## src/design/icm_pkg.sv

```systemverilog
// Shared types and constants for the iteration convergence monitor.
`timescale 1ns / 1ps

package icm_pkg;

    // Input command codes
    localparam logic CMD_SAMPLE = 1'b0;
    localparam logic CMD_CLEAR  = 1'b1;

    // Configuration register indexes
    localparam int CFG_IDX_W = 2;
    localparam logic [CFG_IDX_W-1:0] CFG_TOLERANCE = 2'd0;
    localparam logic [CFG_IDX_W-1:0] CFG_TRACK     = 2'd1;
    localparam logic [CFG_IDX_W-1:0] CFG_TINY      = 2'd2;

    // Configuration reset values
    localparam logic [31:0] TOLERANCE_RESET = 32'd66;
    localparam logic        TRACK_RESET     = 1'b1;
    localparam logic [31:0] TINY_RESET      = 32'd0;

    // Input item
    typedef struct packed {
        logic               command;
        logic signed [31:0] sample_value;
    } t_in;

    // Result item
    typedef struct packed {
        logic               converged;
        logic [31:0]        convergence_rate;
        logic [31:0]        last_change;
        logic [2:0]         window_fill;
        logic signed [31:0] prior_value;
    } t_out;

    // Window control from the sequencer
    typedef struct packed {
        logic push;
        logic clear;
    } t_win_cmd;

    // Sequencer states
    typedef enum logic [3:0] {
        S_IDLE,
        S_CHG,
        S_RDA,
        S_LDA,
        S_LDB,
        S_DIV,
        S_NEXT,
        S_MEAN,
        S_MDIV,
        S_DONE
    } t_state;

endpackage

```

## src/design/icm_div.sv

```systemverilog
// Bit-serial restoring divider with a 32-bit saturated quotient.
`timescale 1ns / 1ps

module icm_div #(
    parameter int DW = 48
) (
    input  logic          i_clk,
    input  logic          i_rst_n,
    input  logic          i_start,
    input  logic [DW-1:0] i_dividend,
    input  logic [31:0]   i_divisor,
    output logic          o_done,
    output logic [31:0]   o_quot
);

    localparam int CW = $clog2(DW + 1);

    logic          r_busy;
    logic          r_done;
    logic [CW-1:0] r_cnt;
    logic [31:0]   r_rem;
    logic [31:0]   r_div;
    logic [DW-1:0] r_q;

    logic [32:0]   w_rem_sh;
    logic [33:0]   w_diff;
    logic          w_ge;

    // One trial subtract per cycle
    assign w_rem_sh = {r_rem, r_q[DW-1]};
    assign w_diff   = {1'b0, w_rem_sh} - {2'b00, r_div};
    assign w_ge     = ~w_diff[33];

    // Control: count quotient bits, pulse done after the last one
    always_ff @(posedge i_clk) begin
        if (!i_rst_n) begin
            r_busy <= 1'b0;
            r_done <= 1'b0;
            r_cnt  <= '0;
        end else begin
            r_done <= 1'b0;
            if (i_start) begin
                r_busy <= 1'b1;
                r_cnt  <= CW'(DW);
            end else if (r_busy) begin
                r_cnt <= r_cnt - CW'(1);
                if (r_cnt == CW'(1)) begin
                    r_busy <= 1'b0;
                    r_done <= 1'b1;
                end
            end
        end
    end

    // Datapath: shift dividend out, quotient bits in
    always_ff @(posedge i_clk) begin
        if (i_start) begin
            r_q   <= i_dividend;
            r_rem <= '0;
            r_div <= i_divisor;
        end else if (r_busy) begin
            r_rem <= w_ge ? w_diff[31:0] : w_rem_sh[31:0];
            r_q   <= {r_q[DW-2:0], w_ge};
        end
    end

    // Saturate quotient to 32 bits
    assign o_done = r_done;
    assign o_quot = (|r_q[DW-1:32]) ? 32'hFFFF_FFFF : r_q[31:0];

    a_busy_cnt: assert property (@(posedge i_clk) disable iff (!i_rst_n)
        r_busy |-> (r_cnt != '0))
        else $error("divider busy with zero count");

    a_done_idle: assert property (@(posedge i_clk) disable iff (!i_rst_n)
        r_done |-> !r_busy)
        else $error("divider done while still busy");

endmodule

```

## src/design/icm_win.sv

```systemverilog
// Circular change window with fill count and one registered read port.
`timescale 1ns / 1ps

module icm_win #(
    parameter int WINDOW = 5
) (
    input  logic                          i_clk,
    input  logic                          i_rst_n,
    input  icm_pkg::t_win_cmd             i_cmd,
    input  logic [31:0]                   i_push_data,
    input  logic [$clog2(WINDOW)-1:0]     i_rd_idx,
    output logic [31:0]                   o_rd_data,
    output logic [$clog2(WINDOW+1)-1:0]   o_fill
);

    localparam int IW = $clog2(WINDOW);
    localparam int FW = $clog2(WINDOW + 1);
    localparam logic [IW:0]   WIN_X  = (IW + 1)'(WINDOW);
    localparam logic [FW-1:0] WIN_F  = FW'(WINDOW);
    localparam logic [IW-1:0] LAST_I = IW'(WINDOW - 1);

    logic [31:0]   r_mem [WINDOW];
    logic [31:0]   r_rd_data;
    logic [IW-1:0] r_head;
    logic [FW-1:0] r_fill;

    logic          w_full;
    logic [IW:0]   w_wr_sum;
    logic [IW:0]   w_rd_sum;
    logic [IW-1:0] w_wr_addr;
    logic [IW-1:0] w_rd_addr;
    logic [IW-1:0] w_head_inc;

    // Map logical positions (oldest first) onto physical entries
    assign w_full     = (r_fill == WIN_F);
    assign w_wr_sum   = {1'b0, r_head} + {1'b0, r_fill[IW-1:0]};
    assign w_rd_sum   = {1'b0, r_head} + {1'b0, i_rd_idx};
    assign w_wr_addr  = w_full ? r_head
                      : ((w_wr_sum >= WIN_X) ? IW'(w_wr_sum - WIN_X) : w_wr_sum[IW-1:0]);
    assign w_rd_addr  = (w_rd_sum >= WIN_X) ? IW'(w_rd_sum - WIN_X) : w_rd_sum[IW-1:0];
    assign w_head_inc = (r_head == LAST_I) ? '0 : r_head + IW'(1);

    // Write pushed change, register the read
    always_ff @(posedge i_clk) begin
        if (i_cmd.push && !i_cmd.clear) begin
            r_mem[w_wr_addr] <= i_push_data;
        end
        r_rd_data <= r_mem[w_rd_addr];
    end

    // Track oldest entry and fill; drop the oldest when full
    always_ff @(posedge i_clk) begin
        if (!i_rst_n) begin
            r_head <= '0;
            r_fill <= '0;
        end else if (i_cmd.clear) begin
            r_fill <= '0;
        end else if (i_cmd.push) begin
            if (w_full) begin
                r_head <= w_head_inc;
            end else begin
                r_fill <= r_fill + FW'(1);
            end
        end
    end

    assign o_rd_data = r_rd_data;
    assign o_fill    = r_fill;

    a_fill_max: assert property (@(posedge i_clk) disable iff (!i_rst_n)
        r_fill <= WIN_F)
        else $error("window fill beyond depth");

    a_clear_empty: assert property (@(posedge i_clk) disable iff (!i_rst_n)
        i_cmd.clear |=> (r_fill == '0))
        else $error("window not empty after clear");

endmodule

```

## src/design/iteration_convergence_monitor.sv

```systemverilog
// Top level: sequencer, value registers, configuration and result register.
`timescale 1ns / 1ps

// Usage:
// Input channel (i_in_valid / o_in_stall, payload i_in_data) takes one command:
// a new iterate value, or a clear of the change history. Each command yields
// exactly one result on the output channel (o_out_valid / i_out_stall,
// payload o_out_data). Configuration goes over i_cfg_valid / o_cfg_ready with
// i_cfg_index and i_cfg_data; ready is always high and writes land at once.
// One item is processed at a time. With fewer than two changes in the window
// no ratio is formed and the rate is zero; a ratio whose denominator is at or
// below tiny_difference skips the division. The ratios and the final mean
// share the bit-serial divider, which yields one quotient bit per cycle and
// whose width is DW = max(32+FRAC_BITS, 32+clog2(WINDOW)), 48 by default.
// A new item is taken the cycle after the previous one has reached the result
// register, even while the receiver still stalls that result.
// Reset (synchronous, active low) zeroes the values and the fill count and
// restores the register defaults; no clearing pass is needed.
module iteration_convergence_monitor #(
    parameter int WINDOW    = 5,
    parameter int FRAC_BITS = 16
) (
    input  logic                            i_clk,
    input  logic                            i_rst_n,
    input  logic                            i_in_valid,
    output logic                            o_in_stall,
    input  icm_pkg::t_in                    i_in_data,
    output logic                            o_out_valid,
    input  logic                            i_out_stall,
    output icm_pkg::t_out                   o_out_data,
    input  logic                            i_cfg_valid,
    output logic                            o_cfg_ready,
    input  logic [icm_pkg::CFG_IDX_W-1:0]   i_cfg_index,
    input  logic [31:0]                     i_cfg_data
);

    localparam int IW = $clog2(WINDOW);
    localparam int FW = $clog2(WINDOW + 1);
    localparam int SW = 32 + $clog2(WINDOW);
    localparam int RW = 32 + FRAC_BITS;
    localparam int DW = (RW > SW) ? RW : SW;

    // Configuration registers
    logic [31:0] r_tolerance;
    logic        r_track;
    logic [31:0] r_tiny;

    // Item state
    icm_pkg::t_state    r_state;
    icm_pkg::t_state    n_state;
    logic               r_cmd;
    logic signed [31:0] r_present;
    logic signed [31:0] r_older;
    logic [31:0]        r_change;
    logic [31:0]        r_a;
    logic [31:0]        r_b;
    logic [IW-1:0]      r_k;
    logic [SW-1:0]      r_sum;
    logic [31:0]        r_rate;
    icm_pkg::t_out      r_out;
    logic               r_out_valid;

    logic               w_in_acc;
    logic               w_cfg_clear;
    logic [32:0]        w_diff_po;
    logic [32:0]        w_diff_op;
    logic [31:0]        w_change;
    logic               w_last;
    logic               w_load;
    icm_pkg::t_win_cmd  w_win_cmd;
    logic [IW-1:0]      w_rd_idx;
    logic [31:0]        w_rd_data;
    logic [FW-1:0]      w_fill;
    logic               w_div_start;
    logic [DW-1:0]      w_dividend;
    logic [31:0]        w_divisor;
    logic               w_div_done;
    logic [31:0]        w_quot;

    assign o_in_stall  = (r_state != icm_pkg::S_IDLE);
    assign w_in_acc    = i_in_valid && !o_in_stall;
    assign o_cfg_ready = 1'b1;
    assign w_cfg_clear = i_cfg_valid && (i_cfg_index == icm_pkg::CFG_TRACK) && !i_cfg_data[0];

    // Absolute change: both differences in parallel, pick by sign
    assign w_diff_po = {r_present[31], r_present} - {r_older[31], r_older};
    assign w_diff_op = {r_older[31], r_older} - {r_present[31], r_present};
    assign w_change  = w_diff_po[32] ? w_diff_op[31:0] : w_diff_po[31:0];

    assign w_last = (FW'(r_k) == (w_fill - FW'(1)));

    // Configuration writes
    always_ff @(posedge i_clk) begin
        if (!i_rst_n) begin
            r_tolerance <= icm_pkg::TOLERANCE_RESET;
            r_track     <= icm_pkg::TRACK_RESET;
            r_tiny      <= icm_pkg::TINY_RESET;
        end else if (i_cfg_valid) begin
            unique case (i_cfg_index)
                icm_pkg::CFG_TOLERANCE: r_tolerance <= i_cfg_data;
                icm_pkg::CFG_TRACK:     r_track     <= i_cfg_data[0];
                icm_pkg::CFG_TINY:      r_tiny      <= i_cfg_data;
                default: ;
            endcase
        end
    end

    // Next state
    always_comb begin
        n_state = r_state;
        unique case (r_state)
            icm_pkg::S_IDLE: if (w_in_acc) n_state = icm_pkg::S_CHG;
            icm_pkg::S_CHG:  n_state = icm_pkg::S_RDA;
            icm_pkg::S_RDA: begin
                n_state = (w_fill < FW'(2)) ? icm_pkg::S_DONE : icm_pkg::S_LDA;
            end
            icm_pkg::S_LDA:  n_state = icm_pkg::S_LDB;
            icm_pkg::S_LDB: begin
                n_state = (r_a > r_tiny) ? icm_pkg::S_DIV : icm_pkg::S_NEXT;
            end
            icm_pkg::S_DIV:  if (w_div_done) n_state = icm_pkg::S_NEXT;
            icm_pkg::S_NEXT: n_state = w_last ? icm_pkg::S_MEAN : icm_pkg::S_LDB;
            icm_pkg::S_MEAN: n_state = icm_pkg::S_MDIV;
            icm_pkg::S_MDIV: if (w_div_done) n_state = icm_pkg::S_DONE;
            icm_pkg::S_DONE: if (!r_out_valid || !i_out_stall) n_state = icm_pkg::S_IDLE;
            default:         n_state = icm_pkg::S_IDLE;
        endcase
    end

    // State outputs: window control, read index, divider start, result load
    always_comb begin
        w_win_cmd.push  = 1'b0;
        w_win_cmd.clear = w_cfg_clear;
        w_rd_idx        = '0;
        w_div_start     = 1'b0;
        w_load          = 1'b0;
        unique case (r_state)
            icm_pkg::S_CHG: begin
                w_win_cmd.push  = (r_cmd == icm_pkg::CMD_SAMPLE) && r_track;
                w_win_cmd.clear = w_cfg_clear || (r_cmd == icm_pkg::CMD_CLEAR);
            end
            icm_pkg::S_LDA:  w_rd_idx = IW'(1);
            icm_pkg::S_LDB:  w_div_start = (r_a > r_tiny);
            icm_pkg::S_NEXT: w_rd_idx = r_k + IW'(1);
            icm_pkg::S_MEAN: w_div_start = 1'b1;
            icm_pkg::S_DONE: w_load = !r_out_valid || !i_out_stall;
            default: ;
        endcase
    end

    // Divider operands: ratio term or final mean
    assign w_dividend = (r_state == icm_pkg::S_MEAN) ? DW'(r_sum)
                                                     : (DW'(w_rd_data) << FRAC_BITS);
    assign w_divisor  = (r_state == icm_pkg::S_MEAN) ? 32'(w_fill - FW'(1)) : r_a;

    // State register
    always_ff @(posedge i_clk) begin
        if (!i_rst_n) begin
            r_state <= icm_pkg::S_IDLE;
        end else begin
            r_state <= n_state;
        end
    end

    // Iterate values: shift in on a new sample, hold on clear
    always_ff @(posedge i_clk) begin
        if (!i_rst_n) begin
            r_present <= '0;
            r_older   <= '0;
        end else if (w_in_acc && (i_in_data.command == icm_pkg::CMD_SAMPLE)) begin
            r_older   <= r_present;
            r_present <= i_in_data.sample_value;
        end
    end

    // Per-item working registers
    always_ff @(posedge i_clk) begin
        if (w_in_acc) begin
            r_cmd <= i_in_data.command;
        end
        unique case (r_state)
            icm_pkg::S_CHG: begin
                r_change <= w_change;
                r_sum    <= '0;
                r_rate   <= '0;
            end
            icm_pkg::S_LDA: begin
                r_a <= w_rd_data;
                r_k <= IW'(1);
            end
            icm_pkg::S_LDB: r_b <= w_rd_data;
            icm_pkg::S_DIV: if (w_div_done) r_sum <= r_sum + SW'(w_quot);
            icm_pkg::S_NEXT: begin
                r_a <= r_b;
                if (!w_last) r_k <= r_k + IW'(1);
            end
            icm_pkg::S_MDIV: if (w_div_done) r_rate <= w_quot;
            default: ;
        endcase
    end

    // Result register: load when free or being taken, drop after transfer
    always_ff @(posedge i_clk) begin
        if (!i_rst_n) begin
            r_out_valid <= 1'b0;
        end else if (w_load) begin
            r_out_valid <= 1'b1;
        end else if (!i_out_stall) begin
            r_out_valid <= 1'b0;
        end
    end

    always_ff @(posedge i_clk) begin
        if (w_load) begin
            r_out.converged        <= (r_change < r_tolerance);
            r_out.convergence_rate <= r_rate;
            r_out.last_change      <= r_change;
            r_out.window_fill      <= 3'(w_fill);
            r_out.prior_value      <= r_older;
        end
    end

    assign o_out_valid = r_out_valid;
    assign o_out_data  = r_out;

    icm_win #(
        .WINDOW (WINDOW)
    ) u_win (
        .i_clk       (i_clk),
        .i_rst_n     (i_rst_n),
        .i_cmd       (w_win_cmd),
        .i_push_data (w_change),
        .i_rd_idx    (w_rd_idx),
        .o_rd_data   (w_rd_data),
        .o_fill      (w_fill)
    );

    icm_div #(
        .DW (DW)
    ) u_div (
        .i_clk      (i_clk),
        .i_rst_n    (i_rst_n),
        .i_start    (w_div_start),
        .i_dividend (w_dividend),
        .i_divisor  (w_divisor),
        .o_done     (w_div_done),
        .o_quot     (w_quot)
    );

    a_acc_to_chg: assert property (@(posedge i_clk) disable iff (!i_rst_n)
        w_in_acc |=> (r_state == icm_pkg::S_CHG))
        else $error("transfer not followed by change step");

    a_pair_in_window: assert property (@(posedge i_clk) disable iff (!i_rst_n)
        (r_state == icm_pkg::S_LDB) |-> ((r_k != '0) && (FW'(r_k) < w_fill)))
        else $error("ratio pair index outside window");

endmodule

```

## config.mk

```make
export PLATFORM = sky130hd
export DESIGN_NAME = iteration_convergence_monitor
export DESIGN_NICKNAME = d
export VERILOG_FILES = /design/src/design/icm_pkg.sv /design/src/design/icm_div.sv /design/src/design/icm_win.sv /design/src/design/iteration_convergence_monitor.sv
export SDC_FILE = /design/constraint.sdc
export NUM_CORES = 1
export LEC_CHECK = 0
export ABC_AREA = 1
export BUFFER_PORTS_ARGS = -buffer_cell sky130_fd_sc_hd__buf_2
export CAP_MARGIN = 20
export CORE_UTILIZATION = 55
export DETAILED_ROUTE_END_ITERATION = 16
export PLACE_DENSITY = 0.71
export SKIP_CTS_REPAIR_TIMING = 1
export SLEW_MARGIN = 25
export SYNTH_ARGS = -nofsm -noshare
export SYNTH_HDL_FRONTEND = slang
export SYNTH_HIERARCHICAL = 1
export SYNTH_SLANG_ARGS = --single-unit
```

## constraint.sdc

```tcl
create_clock -name i_clk -period 18 [get_ports i_clk]
set_input_delay 2.7 -clock i_clk [delete_from_list [all_inputs] [get_ports i_clk]]
set_output_delay 2.7 -clock i_clk [all_outputs]
set_load 0.05 [all_outputs]
```

After elaboration in Yosys (flattened, before gate mapping)
Memories as Yosys holds them, arrays and structs flattened. A register that Yosys moved wholly into a read port is not among the register bits.
Index checks and enable logic that the tools add are counted.
W data, S select, Z words.

cells by class
  bitwise gates (word level) = 7
  $add $sub $neg = 14
  muxes and demuxes = 40
  magnitude comparators = 5
  equal/unequal tests = 21
  reduce and logical (&&, ||, !) cells = 33

operators with widths
  operator               number
  $mux W32               5
  $mux W48               3
  $pmux W32 S2           2
  $pmux W35 S2           1
  $pmux W4 S10           1
  $add A35 B32 Y35       1
  $mux W35               1
  $sub A33 B32 Y34       1
  $sub A32 B32 Y33       1
  $gt A32 B32 Y1         1
  $lt A32 B32 Y1         1
  $sub A32 B32 Y32       1
  $mux W4                5
  $eq A4 B3 Y1 const B   4
  $reduce_or A16 Y1      1
  $mux W3                5
  $reduce_and A2 Y1      7
  $mux W6                2
  $pmux W3 S2            2
  $add A3 B1 Y3 const B  3
  $mux W1                9
  $add A3 B3 Y4          2
  $eq A4 B2 Y1 const B   2
  $eq A4 B4 Y1 const B   2
  other kinds (28)       57

word-level totals
  bits in writable memories = 160
  bits in registers = 527
  memories = 1

memory list
  memory       words  bits a word  rd ports  clocked after memory_dff  wr ports  line           source
  u_win.r_mem  5      32           1         1                         1         icm_win.sv:22  logic [31:0] r_mem [WINDOW];

Longest topological paths before layout
  depth in word-level cells = 9
  depth in mapped cells = 22

Cells and area by module
The synthesis kept the hierarchy.

by module, submodules not included
  module                         area each (um^2)  cells an instance  instances
  iteration_convergence_monitor  21899.8           2581               1
  icm_div                        7856.3            1108               1
  icm_win                        7797.5            643                1

Least setup slack after synthesis
No wires, ideal clock.

  path kind = in2reg
  from = input i_out_stall
  to = register r_out (netlist bit o_out_data[0]) (enable)
  data arrival time = 7547 ps
  setup slack = 9860 ps
  required time = 17408 ps
  stages on the path = 1
  library setup time = 592 ps
  cells stage by stage = a21oi_1

on the way
  cells in the longest elaborated chain, start to end = 3

ends and longest elaborated chain
  what                line                                  source
  from (decl)         iteration_convergence_monitor.sv:29   input logic i_out_stall,
  $logic_not A1 Y1    --
  $logic_or A1 B1 Y1  iteration_convergence_monitor.sv:146  icm_pkg::S_DONE: w_load = !r_out_valid || !i_out_stall;
  $mux W1             iteration_convergence_monitor.sv:137  unique case (r_state)
  to (decl)           iteration_convergence_monitor.sv:60   icm_pkg::t_out r_out;

Every way passes these cells.
A chain may end at the register's enable or synchronous reset.

Worst setup path after layout
  from = register r_state[3]
  to = register u_win.r_rd_data[21], in the netlist u_win/o_rd_data[21], read port of u_win.r_mem

on the way
  cells in the longest elaborated chain, start to end = 5
  elaborated cells between the ends (all ways) = 7

ends and longest elaborated chain
  what                                                  line                                  source
  from (decl)                                           iteration_convergence_monitor.sv:49   icm_pkg::t_state r_state;
  from (signal assigned)                                iteration_convergence_monitor.sv:159  r_state <= icm_pkg::S_IDLE;
  from (signal assigned)                                iteration_convergence_monitor.sv:161  r_state <= n_state;
  $eq A4 B3 Y1 / $eq A4 B2 Y1 (equally long branches)   iteration_convergence_monitor.sv:137
  $pmux W3 S2 *                                         iteration_convergence_monitor.sv:137
  via w_rd_idx[0]                                       iteration_convergence_monitor.sv:71   logic [IW-1:0] w_rd_idx;
  $add A3 B3 Y4 *                                       icm_win.sv:37                         assign w_rd_sum = {1'b0, r_head} + {1'b0, i_rd_idx};
  $ge A4 B3 Y1 / $sub A3 B3 Y3 (equally long branches)  icm_win.sv:40                         assign w_rd_addr = (w_rd_sum >= WIN_X) ? IW'(w_rd_sum - WIN_X) : w_rd_sum[IW-1:0];
  $mux W3 *                                             icm_win.sv:40
  to (decl)                                             icm_win.sv:23                         logic [31:0] r_rd_data;

Mark *: on every way through the listed nets, which the timed path passes. The rest lies on a longest branch.

==> impl_metrics.env <==
export IMPL_final_cell_mix="nand2_1, inv_1, edfxtp_1"
export IMPL_syn_cell_area_sq_um=37600
export IMPL_fin_util_pct=62.0
export IMPL_crit_arrival_ns=5.10
export IMPL_seq_power_share_pct=41.1
export IMPL_finalCritPeriodShare_pct=25.5
export IMPL_drv_cap=0
export IMPL_syn_mean_instance_area_sq_um=8.67
export IMPL_drv_slew=0
export IMPL_layout_cells_non_filler=5404
export IMPL_die_h_um=263
export IMPL_grt_use_total_pct=28.0
export IMPL_reg2regPathDepth=22
export IMPL_final_common_cell="nand2_1"
export IMPL_synthAdderAreaFrac_pct=7.25
export IMPL_grt_pass1_vias=27922
export IMPL_p_sw_mw=1.87
export IMPL_cts_tree="built"
export IMPL_holdPathStages=0
export IMPL_max_freq_mhz=218
export IMPL_power_mw=5.38
export IMPL_coreArea_sq_um=67400
export IMPL_critPathTopFamily="buffers and inverters"
export IMPL_placement_io_buffers=173
export IMPL_synth_nets=4618
export IMPL_drtPass1Iterations=7
export IMPL_vias_per_cell=5.43
export IMPL_synth_top_family_by_area="simple AND/OR/NAND/NOR gates"
export IMPL_p_comb_share_pct=28.8
export IMPL_synthArstFlopShare_pct=0
export IMPL_ys_seq_area_share_pct=51.8
export IMPL_p_sw_share_pct=34.7
export IMPL_htreeDepth=3
export IMPL_outcome="complete, no violations"
export IMPL_worstMarginPinSlew_ns=1.07
export IMPL_dp_hpwl_um=70500
export IMPL_endpoint_kind="flop"
export IMPL_critPathMaxFanout=65
export IMPL_cts_buffers=78
export IMPL_crit_type="flop to flop"
export IMPL_insertion_delay_ns=0.62
export IMPL_ys_warn_count=6
export IMPL_antenna_found_initial=3
export IMPL_p_leak_nw=18.3
export IMPL_dp_cells=5257
export IMPL_gp_congestion=1.00
export IMPL_pin_count=175
export IMPL_clock_sinks=719
export IMPL_drc_errors=0
export IMPL_critical_path_cell_chain="inv_1 -> nand2_1 -> inv_1 -> nand2_1 -> buf_4 -> o21ai_0 -> ha_1 -> fa_1 -> inv_1 -> ha_1 -> inv_1 -> nand2_1 -> nand3_2 -> nand2_4 -> nand2_2 -> buf_4 -> nand2_1 -> buf_4 -> nand2_1 -> nand3_1 -> nand3_1 -> nand2_1"
export IMPL_pwr_share_clk_pct=30.0
export IMPL_synth_compound_area_share_pct=10.5
export IMPL_clk_pin_slew_ns=0.06
export IMPL_drive_gt1_share_pct=9.29
export IMPL_synth_xor_area_share_pct=1.70
export IMPL_clock_root_buffer="clkbuf_16"
export IMPL_ant_nets=0
export IMPL_min_period_ns=4.60
export IMPL_grt_max_degree=134
export IMPL_r2r_end="u_win/o_rd_data[21]"
export IMPL_slowest_stage="fa_1"
export IMPL_critPathLaunchType="flop"
export IMPL_synth_top_flop_cell="edfxtp_1"
export IMPL_r2r_setup_slack_ns=13.40
export IMPL_relSlewSlack_pct=28.6
export IMPL_grt_pass1_wl_um=153000
export IMPL_finClkSkew_ns=0.0281
export IMPL_p_per_area_nw_per_um2=129
export IMPL_rsz0062_at_grt="false"
export IMPL_die_w_um=263
export IMPL_dieArea_sq_um=69300
export IMPL_vias=29319
export IMPL_synth_cell_type_count=55
export IMPL_synth_edf_count=507
export IMPL_overflow=0
export IMPL_synthSimpleGateAreaFrac_pct=20.7
export IMPL_min_path_type="flop to flop"
export IMPL_initial_utilization_pct=55.7
export IMPL_p_int_mw=3.51
export IMPL_crit_required_ns=18.50
export IMPL_min_from="r_rate[1]"
export IMPL_wl_per_cell_um=17.9
export IMPL_diodes=0
export IMPL_synth_mux_area_share_pct=0
export IMPL_fin_nets=4752
export IMPL_rows=95
export IMPL_vdd_drop_max_uv=97.2
export IMPL_cpPeakStageDelay_ns=0.61
export IMPL_finalSetupViolations=0
export IMPL_dr_first_iter_drc_count=2308
export IMPL_syn2layout_area_growth_pct=11.2
export IMPL_reg2reg_from="r_state[3]"
export IMPL_finalSetupTns_ns=0
export IMPL_postSynthCellCount=4332
export IMPL_finalHoldViolCount=0
export IMPL_crit_buf_inv=7
export IMPL_cts_buffer_depth=3
export IMPL_min_to="o_out_data[68]"
export IMPL_ys_seq_elements=719
export IMPL_cpMostUsedCell="nand2_1"
export IMPL_routed_wl_um=96900
[per-layer routing]
metal / vias up / GRT usage [%] / routed length (um)
met5: - / 0 / 0
met4: 0 / 11.1 / 3870
met3: 185 / 3.26 / 4580
met2: 800 / 47.9 / 47200
met1: 13730 / 36.1 / 41300
li1: 14604 / - / -
[area by class of cell]
| class | instances | area [sq um] |
|---|---|---|
| inverter | 594 | 2230 |
| timing repair buffer | 210 | 1190 |
| clock buffer | 103 | 2120 |
| sequential | 719 | 19500 |
| tap | 873 | 1090 |
| multi-input combinational | 2863 | 15200 |
| clock inverter | 42 | 479 |
| fill | 5794 | 25600 |
[worst max-delay path by stage]
stage	start	end	slack, ns	depth (start not counted)
final	r_state[3]	u_win/o_rd_data[21]	13.40	22
after global routing	r_state[3]	u_win/o_rd_data[4]	13.09	22
after CTS	r_state[3]	u_win/o_rd_data[15]	13.43	22
after detailed placement	i_in_valid	r_present[7]	13.32	7
after global placement	i_in_valid	r_present[1]	13.40	7
after floorplan	i_out_stall	o_out_data[0]	9.86	1
[synth_stat cells, drive strengths merged, types with 4 or more instances]
cell type | number | share of area (%)
nand3 | 347 | 4.7
a21oi | 338 | 4.6
xor2 | 52 | 1.2
buf | 84 | 1.4
dfxtp | 212 | 11
nand2 | 1112 | 11
nor3 | 25 | 0.39
nor2 | 292 | 3.2
clkbuf | 72 | 0.73
a211oi | 6 | 0.12
o211ai | 9 | 0.18
or2 | 5 | 0.083
xnor2 | 21 | 0.49
nor3b | 4 | 0.080
edfxtp | 507 | 41
nand3b | 15 | 0.30
fa | 6 | 0.32
ha | 208 | 6.9
a31oi | 7 | 0.12
o21a | 16 | 0.32
nand4 | 23 | 0.38
o21ai | 321 | 4.3
a21o | 17 | 0.34
a21boi | 6 | 0.12
inv | 590 | 5.9
nor4 | 5 | 0.083
clkinv | 4 | 0.040
o21bai | 15 | 0.30
[power by group through the flow]
stage | logic (mW) | registers, mW | clock network (mW)
global placement | 1.51 | 2.24 | 0
global route | 1.72 | 2.22 | 1.71
finish | 1.55 | 2.21 | 1.61
floorplan | 1.05 | 2.21 | 0
detailed placement | 1.53 | 2.24 | 0
CTS | 1.54 | 2.21 | 1.64
[per-stage QoR]
stage / hold WS (ns) / area, sq um / setup WS, ns
after CTS: 0.415 / 41700 / 13.43
after detailed placement: 0.405 / 39100 / 13.32
after global placement: 0.401 / 39100 / 13.40
after global routing: 0.422 / 41800 / 13.09
after floorplan: 0.400 / 37600 / 9.86
final: 0.417 / 41800 / 13.40
[logic make-up (layout without fill, tap and decap cells)]
group                      count (synthesis)  after routing
and+or+nand+nor                         1835           1835
buffers and inverters                    750            949
AOI/OAI and AO/OA                        740            740
DFF                                      719            719
adders and majority gates                214            214
xor gates and xnor gates                  73             73
other                                      1              1
[worst register-to-register path, cell delays in order (launching register included)]
cell	delay (ns)
dfxtp_1	0.41
inv_1	0.11
nand2_1	0.17
inv_1	0.08
nand2_1	0.06
buf_4	0.28
o21ai_0	0.16
ha_1	0.25
fa_1	0.61
inv_1	0.15
ha_1	0.21
inv_1	0.06
nand2_1	0.05
nand3_2	0.13
nand2_4	0.12
nand2_2	0.07
buf_4	0.57
nand2_1	0.31
buf_4	0.35
nand2_1	0.12
nand3_1	0.07
nand3_1	0.07
nand2_1	0.08
[state kept, by name, indices dropped and copies added, names as in the netlist, 35 cells and up]
| signal | cells |
|---|---|
| u_win/r_mem | 160 |
| o_out_data | 100 |
| u_div/r_q | 48 |
| r_sum | 35 |
Note: power is estimated with default switching activity, not from simulation.
